**src/design/rpf_pkg.sv**
```systemverilog
// rpf_pkg: constants, types and helpers for the RGBW packet fader.
// No dependencies; imported by rgbw_packet_fader.
package rpf_pkg;

    localparam int unsigned ANNOUNCE_PERIOD   = 10000;
    localparam int unsigned NUM_CHANNELS      = 4;
    localparam int unsigned LEVEL_W           = 8;
    localparam int unsigned NODE_W            = 8;
    localparam int unsigned ACTION_W          = 8;
    localparam int unsigned COUNT_W           = 32;
    localparam int unsigned SPAN_W            = 9;   // interval + 1, up to 256
    localparam int unsigned BITCNT_W          = $clog2(COUNT_W);
    localparam int unsigned RES_W             = (ANNOUNCE_PERIOD > 1) ?
                                                $clog2(ANNOUNCE_PERIOD) : 1;

    localparam logic [ACTION_W-1:0] ACTION_SET_VALUES = ACTION_W'(1);
    localparam logic                MODE_TICK         = 1'b0;
    localparam logic                MODE_PACKET       = 1'b1;

    typedef logic [LEVEL_W-1:0] t_level;

    // one step of a level toward its target
    function automatic t_level step_toward(input t_level cur, input t_level tgt);
        t_level res;
        res = cur;
        if (cur < tgt) begin
            res = cur + t_level'(1);
        end else if (cur > tgt) begin
            res = cur - t_level'(1);
        end
        return res;
    endfunction

endpackage

```
**src/design/rgbw_packet_fader.sv**
```systemverilog
// Four-channel RGBW level fader with a bit-serial remainder unit.
// Depends on rpf_pkg.
//
// A packet beat or a tick beat that needs no fade check goes straight into
// the result register. A tick beat while a fade is in progress (interval
// nonzero) runs the shift-subtract remainder unit, one dividend bit per cycle
// over the 32-bit tick count: accept, 32 remainder steps, then write-back,
// which waits for a free result register. The announce flag comes from a
// residue counter that follows the tick count modulo the announce period. A
// new beat is taken only when the block is idle and the result register is
// free or being drained in the same cycle.
module rgbw_packet_fader (
    input  logic                       i_clk,
    input  logic                       i_rst_n,
    input  logic                       i_cfg_we,
    input  logic [rpf_pkg::NODE_W-1:0] i_cfg_data,
    input  logic                       i_valid,
    output logic                       o_stall,
    input  logic                       i_mode,
    input  logic [rpf_pkg::NODE_W-1:0] i_dest_node,
    input  logic [rpf_pkg::ACTION_W-1:0] i_action,
    input  logic [rpf_pkg::LEVEL_W-1:0] i_red_target,
    input  logic [rpf_pkg::LEVEL_W-1:0] i_green_target,
    input  logic [rpf_pkg::LEVEL_W-1:0] i_blue_target,
    input  logic [rpf_pkg::LEVEL_W-1:0] i_white_target,
    input  logic [rpf_pkg::LEVEL_W-1:0] i_fade_interval,
    output logic                       o_valid,
    input  logic                       i_stall,
    output logic [rpf_pkg::LEVEL_W-1:0] o_red_level,
    output logic [rpf_pkg::LEVEL_W-1:0] o_green_level,
    output logic [rpf_pkg::LEVEL_W-1:0] o_blue_level,
    output logic [rpf_pkg::LEVEL_W-1:0] o_white_level,
    output logic                       o_announce_due
);
    import rpf_pkg::*;

    localparam logic [1:0] ST_IDLE = 2'd0;
    localparam logic [1:0] ST_DIV  = 2'd1;
    localparam logic [1:0] ST_WB   = 2'd2;

    logic [1:0]          r_state,    n_state;
    logic [NODE_W-1:0]   r_own_node, n_own_node;
    logic [COUNT_W-1:0]  r_count,    n_count;
    logic [RES_W-1:0]    r_res,      n_res;
    t_level              r_cur [NUM_CHANNELS];
    t_level              n_cur [NUM_CHANNELS];
    t_level              r_tgt [NUM_CHANNELS];
    t_level              n_tgt [NUM_CHANNELS];
    t_level              r_interval, n_interval;
    logic                r_due,      n_due;

    // remainder unit
    logic [COUNT_W-1:0]  r_dvd,      n_dvd;
    logic [SPAN_W-1:0]   r_rem,      n_rem;
    logic [SPAN_W-1:0]   r_span,     n_span;
    logic [BITCNT_W-1:0] r_bit,      n_bit;

    // result register
    logic                r_out_valid, n_out_valid;
    t_level              r_out [NUM_CHANNELS];
    t_level              n_out [NUM_CHANNELS];
    logic                r_out_due,  n_out_due;

    logic                out_free;
    logic                accept;
    logic [SPAN_W:0]     trial;
    t_level              pkt_tgt [NUM_CHANNELS];

    assign out_free = !r_out_valid || !i_stall;
    assign o_stall  = (r_state != ST_IDLE) || !out_free;
    assign accept   = i_valid && !o_stall;
    assign trial    = {r_rem, r_dvd[COUNT_W-1]};

    assign pkt_tgt[0] = i_red_target;
    assign pkt_tgt[1] = i_green_target;
    assign pkt_tgt[2] = i_blue_target;
    assign pkt_tgt[3] = i_white_target;

    always_comb begin
        n_state     = r_state;
        n_own_node  = i_cfg_we ? i_cfg_data : r_own_node;
        n_count     = r_count;
        n_res       = r_res;
        n_cur       = r_cur;
        n_tgt       = r_tgt;
        n_interval  = r_interval;
        n_due       = r_due;
        n_dvd       = r_dvd;
        n_rem       = r_rem;
        n_span      = r_span;
        n_bit       = r_bit;
        n_out_valid = r_out_valid && i_stall;
        n_out       = r_out;
        n_out_due   = r_out_due;

        unique case (r_state)
            ST_IDLE: begin
                if (accept) begin
                    if (i_mode == MODE_PACKET) begin
                        if (i_dest_node == r_own_node && i_action == ACTION_SET_VALUES) begin
                            n_interval = i_fade_interval;
                            for (int ch = 0; ch < NUM_CHANNELS; ch++) begin
                                n_tgt[ch] = pkt_tgt[ch];
                                if (i_fade_interval == '0) begin
                                    n_cur[ch] = pkt_tgt[ch];
                                end
                            end
                        end
                        n_out       = n_cur;
                        n_out_due   = 1'b0;
                        n_out_valid = 1'b1;
                    end else begin
                        n_count = r_count + COUNT_W'(1);
                        // residue restarts whenever the count wraps to zero
                        if (n_count == '0 || r_res == RES_W'(ANNOUNCE_PERIOD - 1)) begin
                            n_res = '0;
                        end else begin
                            n_res = r_res + RES_W'(1);
                        end
                        n_due = (n_res == '0);
                        if (r_interval == '0) begin
                            n_out       = r_cur;
                            n_out_due   = n_due;
                            n_out_valid = 1'b1;
                        end else begin
                            n_dvd   = n_count;
                            n_rem   = '0;
                            n_span  = SPAN_W'(r_interval) + SPAN_W'(1);
                            n_bit   = BITCNT_W'(COUNT_W - 1);
                            n_state = ST_DIV;
                        end
                    end
                end
            end
            ST_DIV: begin
                if (trial >= {1'b0, r_span}) begin
                    n_rem = SPAN_W'(trial - {1'b0, r_span});
                end else begin
                    n_rem = trial[SPAN_W-1:0];
                end
                n_dvd = {r_dvd[COUNT_W-2:0], 1'b0};
                n_bit = r_bit - BITCNT_W'(1);
                if (r_bit == '0) begin
                    n_state = ST_WB;
                end
            end
            ST_WB: begin
                if (out_free) begin
                    if (r_rem == '0) begin
                        for (int ch = 0; ch < NUM_CHANNELS; ch++) begin
                            n_cur[ch] = step_toward(r_cur[ch], r_tgt[ch]);
                        end
                    end
                    n_out       = n_cur;
                    n_out_due   = r_due;
                    n_out_valid = 1'b1;
                    n_state     = ST_IDLE;
                end
            end
            default: begin
                n_state = ST_IDLE;
            end
        endcase
    end

    always_ff @(posedge i_clk) begin
        if (!i_rst_n) begin
            r_state     <= ST_IDLE;
            r_own_node  <= NODE_W'(1);
            r_count     <= '0;
            r_res       <= '0;
            r_interval  <= '0;
            r_due       <= 1'b0;
            r_out_valid <= 1'b0;
            for (int ch = 0; ch < NUM_CHANNELS; ch++) begin
                r_cur[ch] <= '0;
                r_tgt[ch] <= '0;
            end
        end else begin
            r_state     <= n_state;
            r_own_node  <= n_own_node;
            r_count     <= n_count;
            r_res       <= n_res;
            r_interval  <= n_interval;
            r_due       <= n_due;
            r_out_valid <= n_out_valid;
            r_cur       <= n_cur;
            r_tgt       <= n_tgt;
        end
    end

    always_ff @(posedge i_clk) begin
        r_dvd     <= n_dvd;
        r_rem     <= n_rem;
        r_span    <= n_span;
        r_bit     <= n_bit;
        r_out     <= n_out;
        r_out_due <= n_out_due;
    end

    assign o_valid        = r_out_valid;
    assign o_red_level    = r_out[0];
    assign o_green_level  = r_out[1];
    assign o_blue_level   = r_out[2];
    assign o_white_level  = r_out[3];
    assign o_announce_due = r_out_due;

endmodule
```
**config.mk**
```make
export PLATFORM = sky130hd
export DESIGN_NAME = rgbw_packet_fader
export DESIGN_NICKNAME = d
export VERILOG_FILES = /design/src/design/rpf_pkg.sv /design/src/design/rgbw_packet_fader.sv
export SDC_FILE = /design/constraint.sdc
export NUM_CORES = 1
export LEC_CHECK = 0
export BUFFER_PORTS_ARGS = -buffer_cell sky130_fd_sc_hd__buf_2
export CAP_MARGIN = 40
export CORE_MARGIN = 5
export CORE_UTILIZATION = 55
export CTS_CLUSTER_SIZE = 8
export DETAILED_ROUTE_END_ITERATION = 16
export PLACE_DENSITY = 0.79
export SLEW_MARGIN = 10
export SYNTH_ARGS = -nofsm -noshare
export SYNTH_HDL_FRONTEND = slang
export SYNTH_SLANG_ARGS = --single-unit
```
**constraint.sdc**
```tcl
create_clock -name i_clk -period 4 [get_ports i_clk]
set_input_delay 0.2 -clock i_clk [delete_from_list [all_inputs] [get_ports i_clk]]
set_output_delay 0.2 -clock i_clk [all_outputs]
set_load 0.01 [all_outputs]
```
# Word-level counts from Yosys, hierarchy flattened
# Index checks and enable logic that the tools add are counted.
dict set report classes {
  n_bitwise 2
  addsub 13
  n_lt_le_gt_ge 9
  n_reduce_logical 27
  eq_ne 12
  n_mux 55
}
# cell n
set op_table {}
lappend op_table {{32-bit 2-to-1 mux} 11}
lappend op_table {{32-bit case mux with 2 select lines} 3}
lappend op_table {{8-bit 2-to-1 mux} 12}
lappend op_table {{14-bit 2-to-1 mux} 4}
lappend op_table {{9-bit 2-to-1 mux} 4}
lappend op_table {{32-bit by 1-bit adder with 32-bit output (second input constant)} 1}
lappend op_table {{8-bit by 1-bit adder with 8-bit output (second input constant)} 4}
lappend op_table {{8-bit greater-than comparator} 4}
lappend op_table {{32-bit logical NOT} 1}
lappend op_table {{8-bit less-than comparator} 4}
lappend op_table {{8-bit by 1-bit subtractor with 8-bit output (second input constant)} 4}
lappend op_table {{4-bit AND reduction} 5}
lappend op_table {{9-bit case mux with 2 select lines} 1}
lappend op_table {{8-bit logical NOT} 2}
lappend op_table {{5-bit 2-to-1 mux} 3}
lappend op_table {{14-bit by 1-bit adder with 14-bit output (second input constant)} 1}
lappend op_table {{14-bit equality test (second input constant)} 1}
lappend op_table {{14-bit logical NOT} 1}
lappend op_table {{2-bit inequality test (second input constant)} 6}
lappend op_table {{10-bit by 9-bit >= comparator with 1-bit output} 1}
lappend op_table {{2-bit 2-to-1 mux} 5}
lappend op_table {{5-bit case mux with 2 select lines} 1}
lappend op_table {{8-bit by 1-bit adder with 9-bit output (second input constant)} 1}
lappend op_table {{9-bit logical NOT} 1}
lappend op_table {{other kinds (19)} 37}
dict set report word_totals {
  in_bits 70
  regBits 218
}

# Depth between registers and ports, before layout
dict set report logic_depth {
  ltp_word 13
  depth_mapped 12
  ltp_nobuf 11
}

# Worst setup path after synthesis
# Ideal clock, no wire load.
dict set report synth_path {
  path_kind {register -> register}
  start {register r_interval[0]}
  end {register r_bit[0], enable pin}
  setup_slack_ns 0.095
  required_time_ns 3.550
  t_arrival_ns 3.455
  stages_incl_launch_ff 8
  path_buffers 0
  path_cell_list {dfxtp_1 > inv_1 > ha_1 > nor4b_1 > a21o_1 > nor2_1 > nor2_1 > nor2_1}
}
dict set report synth_between {
  elab_chain_len 3
}
# element line_no
set synth_lines {}
lappend synth_lines {{from (decl)} rgbw_packet_fader.sv:49} ;# t_level r_interval, n_interval;
lappend synth_lines {{from (signal assigned)} rgbw_packet_fader.sv:184} ;# r_interval <= n_interval;
lappend synth_lines {{8-bit logical NOT} rgbw_packet_fader.sv:121} ;# if (r_interval == '0) begin
lappend synth_lines {{2-bit inequality test (no source line)} -}
lappend synth_lines {{4-bit AND reduction (no source line)} -}
lappend synth_lines {{to (signal assigned)} rgbw_packet_fader.sv:196} ;# r_bit <= n_bit;
lappend synth_lines {{to (decl)} rgbw_packet_fader.sv:56} ;# logic [BITCNT_W-1:0] r_bit, n_bit;
# Every way passes these cells.
# A chain may end at the register's enable or synchronous reset.

# Worst setup path in the final report
dict set report layout_path {
  start {register r_count[3]}
  end {register r_res[2]}
}
dict set report layout_between {
  elab_chain_len 7
}
# element line_no
set layout_lines {}
lappend layout_lines {{from (decl)} rgbw_packet_fader.sv:43} ;# logic [COUNT_W-1:0] r_count, n_count;
lappend layout_lines {{from (signal assigned)} rgbw_packet_fader.sv:182} ;# r_count <= n_count;
lappend layout_lines {{32-bit by 1-bit adder with 32-bit output} rgbw_packet_fader.sv:113} ;# n_count = r_count + COUNT_W'(1);
lappend layout_lines {{32-bit logical NOT} rgbw_packet_fader.sv:115} ;# if (n_count == '0 || r_res == RES_W'(ANNOUNCE_PERIOD - 1)) begin
lappend layout_lines {{1-bit logical OR} rgbw_packet_fader.sv:115}
lappend layout_lines {{14-bit 2-to-1 mux} rgbw_packet_fader.sv:115}
lappend layout_lines {{14-bit 2-to-1 mux} rgbw_packet_fader.sv:99} ;# if (i_mode == MODE_PACKET) begin
lappend layout_lines {{14-bit 2-to-1 mux} rgbw_packet_fader.sv:98} ;# if (accept) begin
lappend layout_lines {{14-bit 2-to-1 mux} rgbw_packet_fader.sv:96} ;# unique case (r_state)
lappend layout_lines {{to (signal assigned)} rgbw_packet_fader.sv:183} ;# r_res <= n_res;
lappend layout_lines {{to (decl)} rgbw_packet_fader.sv:44} ;# logic [RES_W-1:0] r_res, n_res;
# Every way passes these cells. The select of a mux whose other input is x is not followed.

==> metrics.csv <==
metric,value,unit
max-cap viol count,0,
Clock Latency Late Sink,560,ps
final worst-path setup slack,943,ps
CP Cell Sequence,and3_1 -> nand4_1 -> o21ai_0 -> nand3_1 -> nor4_1 -> nand3_1 -> nor2_1 -> nor3_1,
minimum clock period,3060,ps
maximum VDD drop,0.365,mV
"commonest non-fill, non-tap cells in the layout","nand2_1, nor2_1, dfxtp_1",
clock buffer depth,3,
final hold violations,0,
final setup violation count,0,
Synth area leaders,"edfxtp_1, dfxtp_1, nand2_1",
gpl congestion,0.894,
clock edge transition at the registers on the reported setup and hold paths,50,ps
via count,12200,
worst rel slew slack,0.389,
Mapped Area,13300,µm²
die height,165,µm
Worst setup EP type,flop,
critical path type,flop to flop,
fin crit share,0.764,
CTS H-tree lvls,1,
gr usage total,0.264,
RSZ-0062 raised after global routing,false,
Worst EP arrival,3450,ps
status,finished clean,
cts bufs inserted,31,
Worst EP required,4390,ps
vias in the first global route,11700,
sequential area share after synthesis,0.395,
WL/cell,18.3,µm
Worst path max stage delay,570,ps
fmax,327,MHz
initial antenna violation count,1,
Routed WL,37.0,mm
post-route antenna net violation count,0,
I/O Buffers,104,
slowest CP cell,nor4_1,
clock skew,18.8,ps
Hold Crit Class,primary input to flop,
Sink Count,218,
worst setup path end,r_res[2],
Most used DFF post-synth,dfxtp_1,
vias per cell,6.05,
CTS tree,yes,
total congestion overflow,0,
Initial Util,0.562,
post-synth top area cell,edfxtp_1,
leakage,0.00575,µW
# rows,56,
library cells used by synthesis,82,
first-pass GRT wire length,58.9,mm
share of cells above drive strength 1,0.121,
Max Slew Vio Count,0,
DRT Pass-1 Iters,6,
share of Yosys cell area claimed by the top area cell type,0.199,
TNS Setup,0,ps
worst r2r src,r_count[3],
nature of the critical path startpoint,flop,
R2R Path End,r_res[2],
Setup Buffers After CTS,0,
syn_nets,1692,
R2R cell count,8,
die area,27300,µm²
post-synthesis cell count,1567,
Detailed Place HPWL,25.1,mm
Worst Setup SP,r_count[3],
"most common cell after layout, fill and taps aside",nand2_1,
root buf cell,clkbuf_16,
ys async rst share,0,
Crit path top cell by count,nand3_1,
Core Footprint,23600,µm²
# DRC,0,
PwrDens,324,nW/µm²
I/O pin count,105,
Ys Warns,0,
Worst Max-Slew Pin Slew,916,ps
"critical path fanouts, max",9,
Chip Width,165,µm
r2r setup slk,940,ps
"EDFF count, synth",88,
Place WS,1050,ps
Total Nets Final,1799,
area grow syn2layout,16.1,%
Mapped Avg Cell Area,8.47,µm²
Iter 0 DRT Violations,1139,
#FFs+latches synth,218,
largest net degree at the start of global routing,47,
power by group:
part	switching [µW]	internal [µW]	total, µW
combinational	132	98.5	230
clock	972	1440	2410
sequential	18.4	2330	2350
total	1120	3870	4990
critical path: cells and delay by family (launching register included):
| kind | cells | cell delay [ps] |
|---|---|---|
| AO/OA/AOI/OAI | 1 | 360 |
| flip-flops | 1 | 530 |
| AND/OR/NAND/NOR | 7 | 2020 |
per-stage QoR:
step	std cells	utilization	cell area, µm²	power, µW	hold WS [ps]
2_1_floorplan	1567	-	13300	2470	329
3_3_place_gp	1906	0.591	14000	2570	439
3_5_place_dp	1910	0.594	14000	2580	443
4_1_cts	2017	0.653	15400	5020	48.7
5_1_grt	2018	0.653	15400	5150	61.9
6_report	2018	0.653	15400	4990	71.6
timing repair:
action / 4_1_cts / 5_1_grt
setup endpoints to repair: 0 / 0
hold buffers: 50 / 0
hold endpoints to repair: 71 / 0
resized for setup: 0 / 0
sequential cells by signal, summed over array words and instances (netlist names), 8 cells and up:
| register | count |
|---|---|
| r_cur | 32 |
| o_green_level | 8 |
| r_tgt | 32 |
| r_rem | 9 |
| o_blue_level | 8 |
| r_count | 32 |
| o_white_level | 8 |
| r_span | 9 |
| r_dvd | 32 |
| r_res | 14 |
| r_interval | 8 |
| o_red_level | 8 |
| r_own_node | 8 |
metal layers:
| metal | track usage | wire [µm] | vias to the layer above | share of wire |
|---|---|---|---|---|
| met4 | 0.0945 | 1240 | 0 | 0.034 |
| met3 | 0.0417 | 3050 | 95 | 0.083 |
| met5 | 0 | 0 | - | 0 |
| li1 | - | - | 5846 | - |
| met1 | 0.345 | 15100 | 5742 | 0.41 |
| met2 | 0.446 | 17600 | 521 | 0.47 |
cell usage after synthesis (all sizes together) (15+ instances only):
| cell | n |
|---|---|
| and3 | 26 |
| edfxtp | 88 |
| nand3 | 76 |
| xor2 | 44 |
| nand2b | 16 |
| nor2 | 135 |
| ha | 54 |
| nor4 | 21 |
| mux2i | 42 |
| nand4 | 35 |
| buf | 27 |
| clkbuf | 80 |
| o21ai | 84 |
| dfxtp | 130 |
| a31oi | 15 |
| nand2 | 228 |
| xnor2 | 49 |
| nor3 | 49 |
| inv | 63 |
| a21oi | 88 |
| a21o | 17 |
worst min-delay path by stage:
stage             startpoint            end  slack [ps]  depth (start not counted)
2_1_floorplan  i_cfg_data[0]  r_own_node[0]         330                          2
3_3_place_gp        r_tgt[7]       r_tgt[7]         440                          2
3_5_place_dp        r_tgt[9]       r_tgt[9]         440                          2
4_1_cts             i_cfg_we  r_own_node[0]          50                          3
5_1_grt             i_cfg_we  r_own_node[0]          60                          3
6_report            i_cfg_we  r_own_node[0]          70                          3
cell type report:
class / count / area (µm²)
flip-flops and latches: 218 / 5250
well taps: 319 / 399
clock inverters: 2 / 17.5
clock buffers: 55 / 866
multi-input cells: 1179 / 7380
inverters: 63 / 236
repair buffers: 181 / 1270
diodes: 1 / 2.50
fillers: 1894 / 8200
kinds of logic (layout without fill, tap and decap cells):
| kind of cell | after synthesis | count (layout) | synth area share |
|---|---|---|---|
| and+or+nand+nor | 654 | 654 | 0.237 |
| AOI/OAI and AO/OA | 329 | 329 | 0.165 |
| DFF | 218 | 218 | 0.395 |
| buffers and inverters | 170 | 301 | 0.0521 |
| xor gates and xnor gates | 93 | 93 | 0.0614 |
| adders and majority gates | 55 | 55 | 0.0524 |
| muxes | 48 | 48 | 0.0368 |
| other | 0 | 1 | 0 |
(Power assumes the default switching activity.)
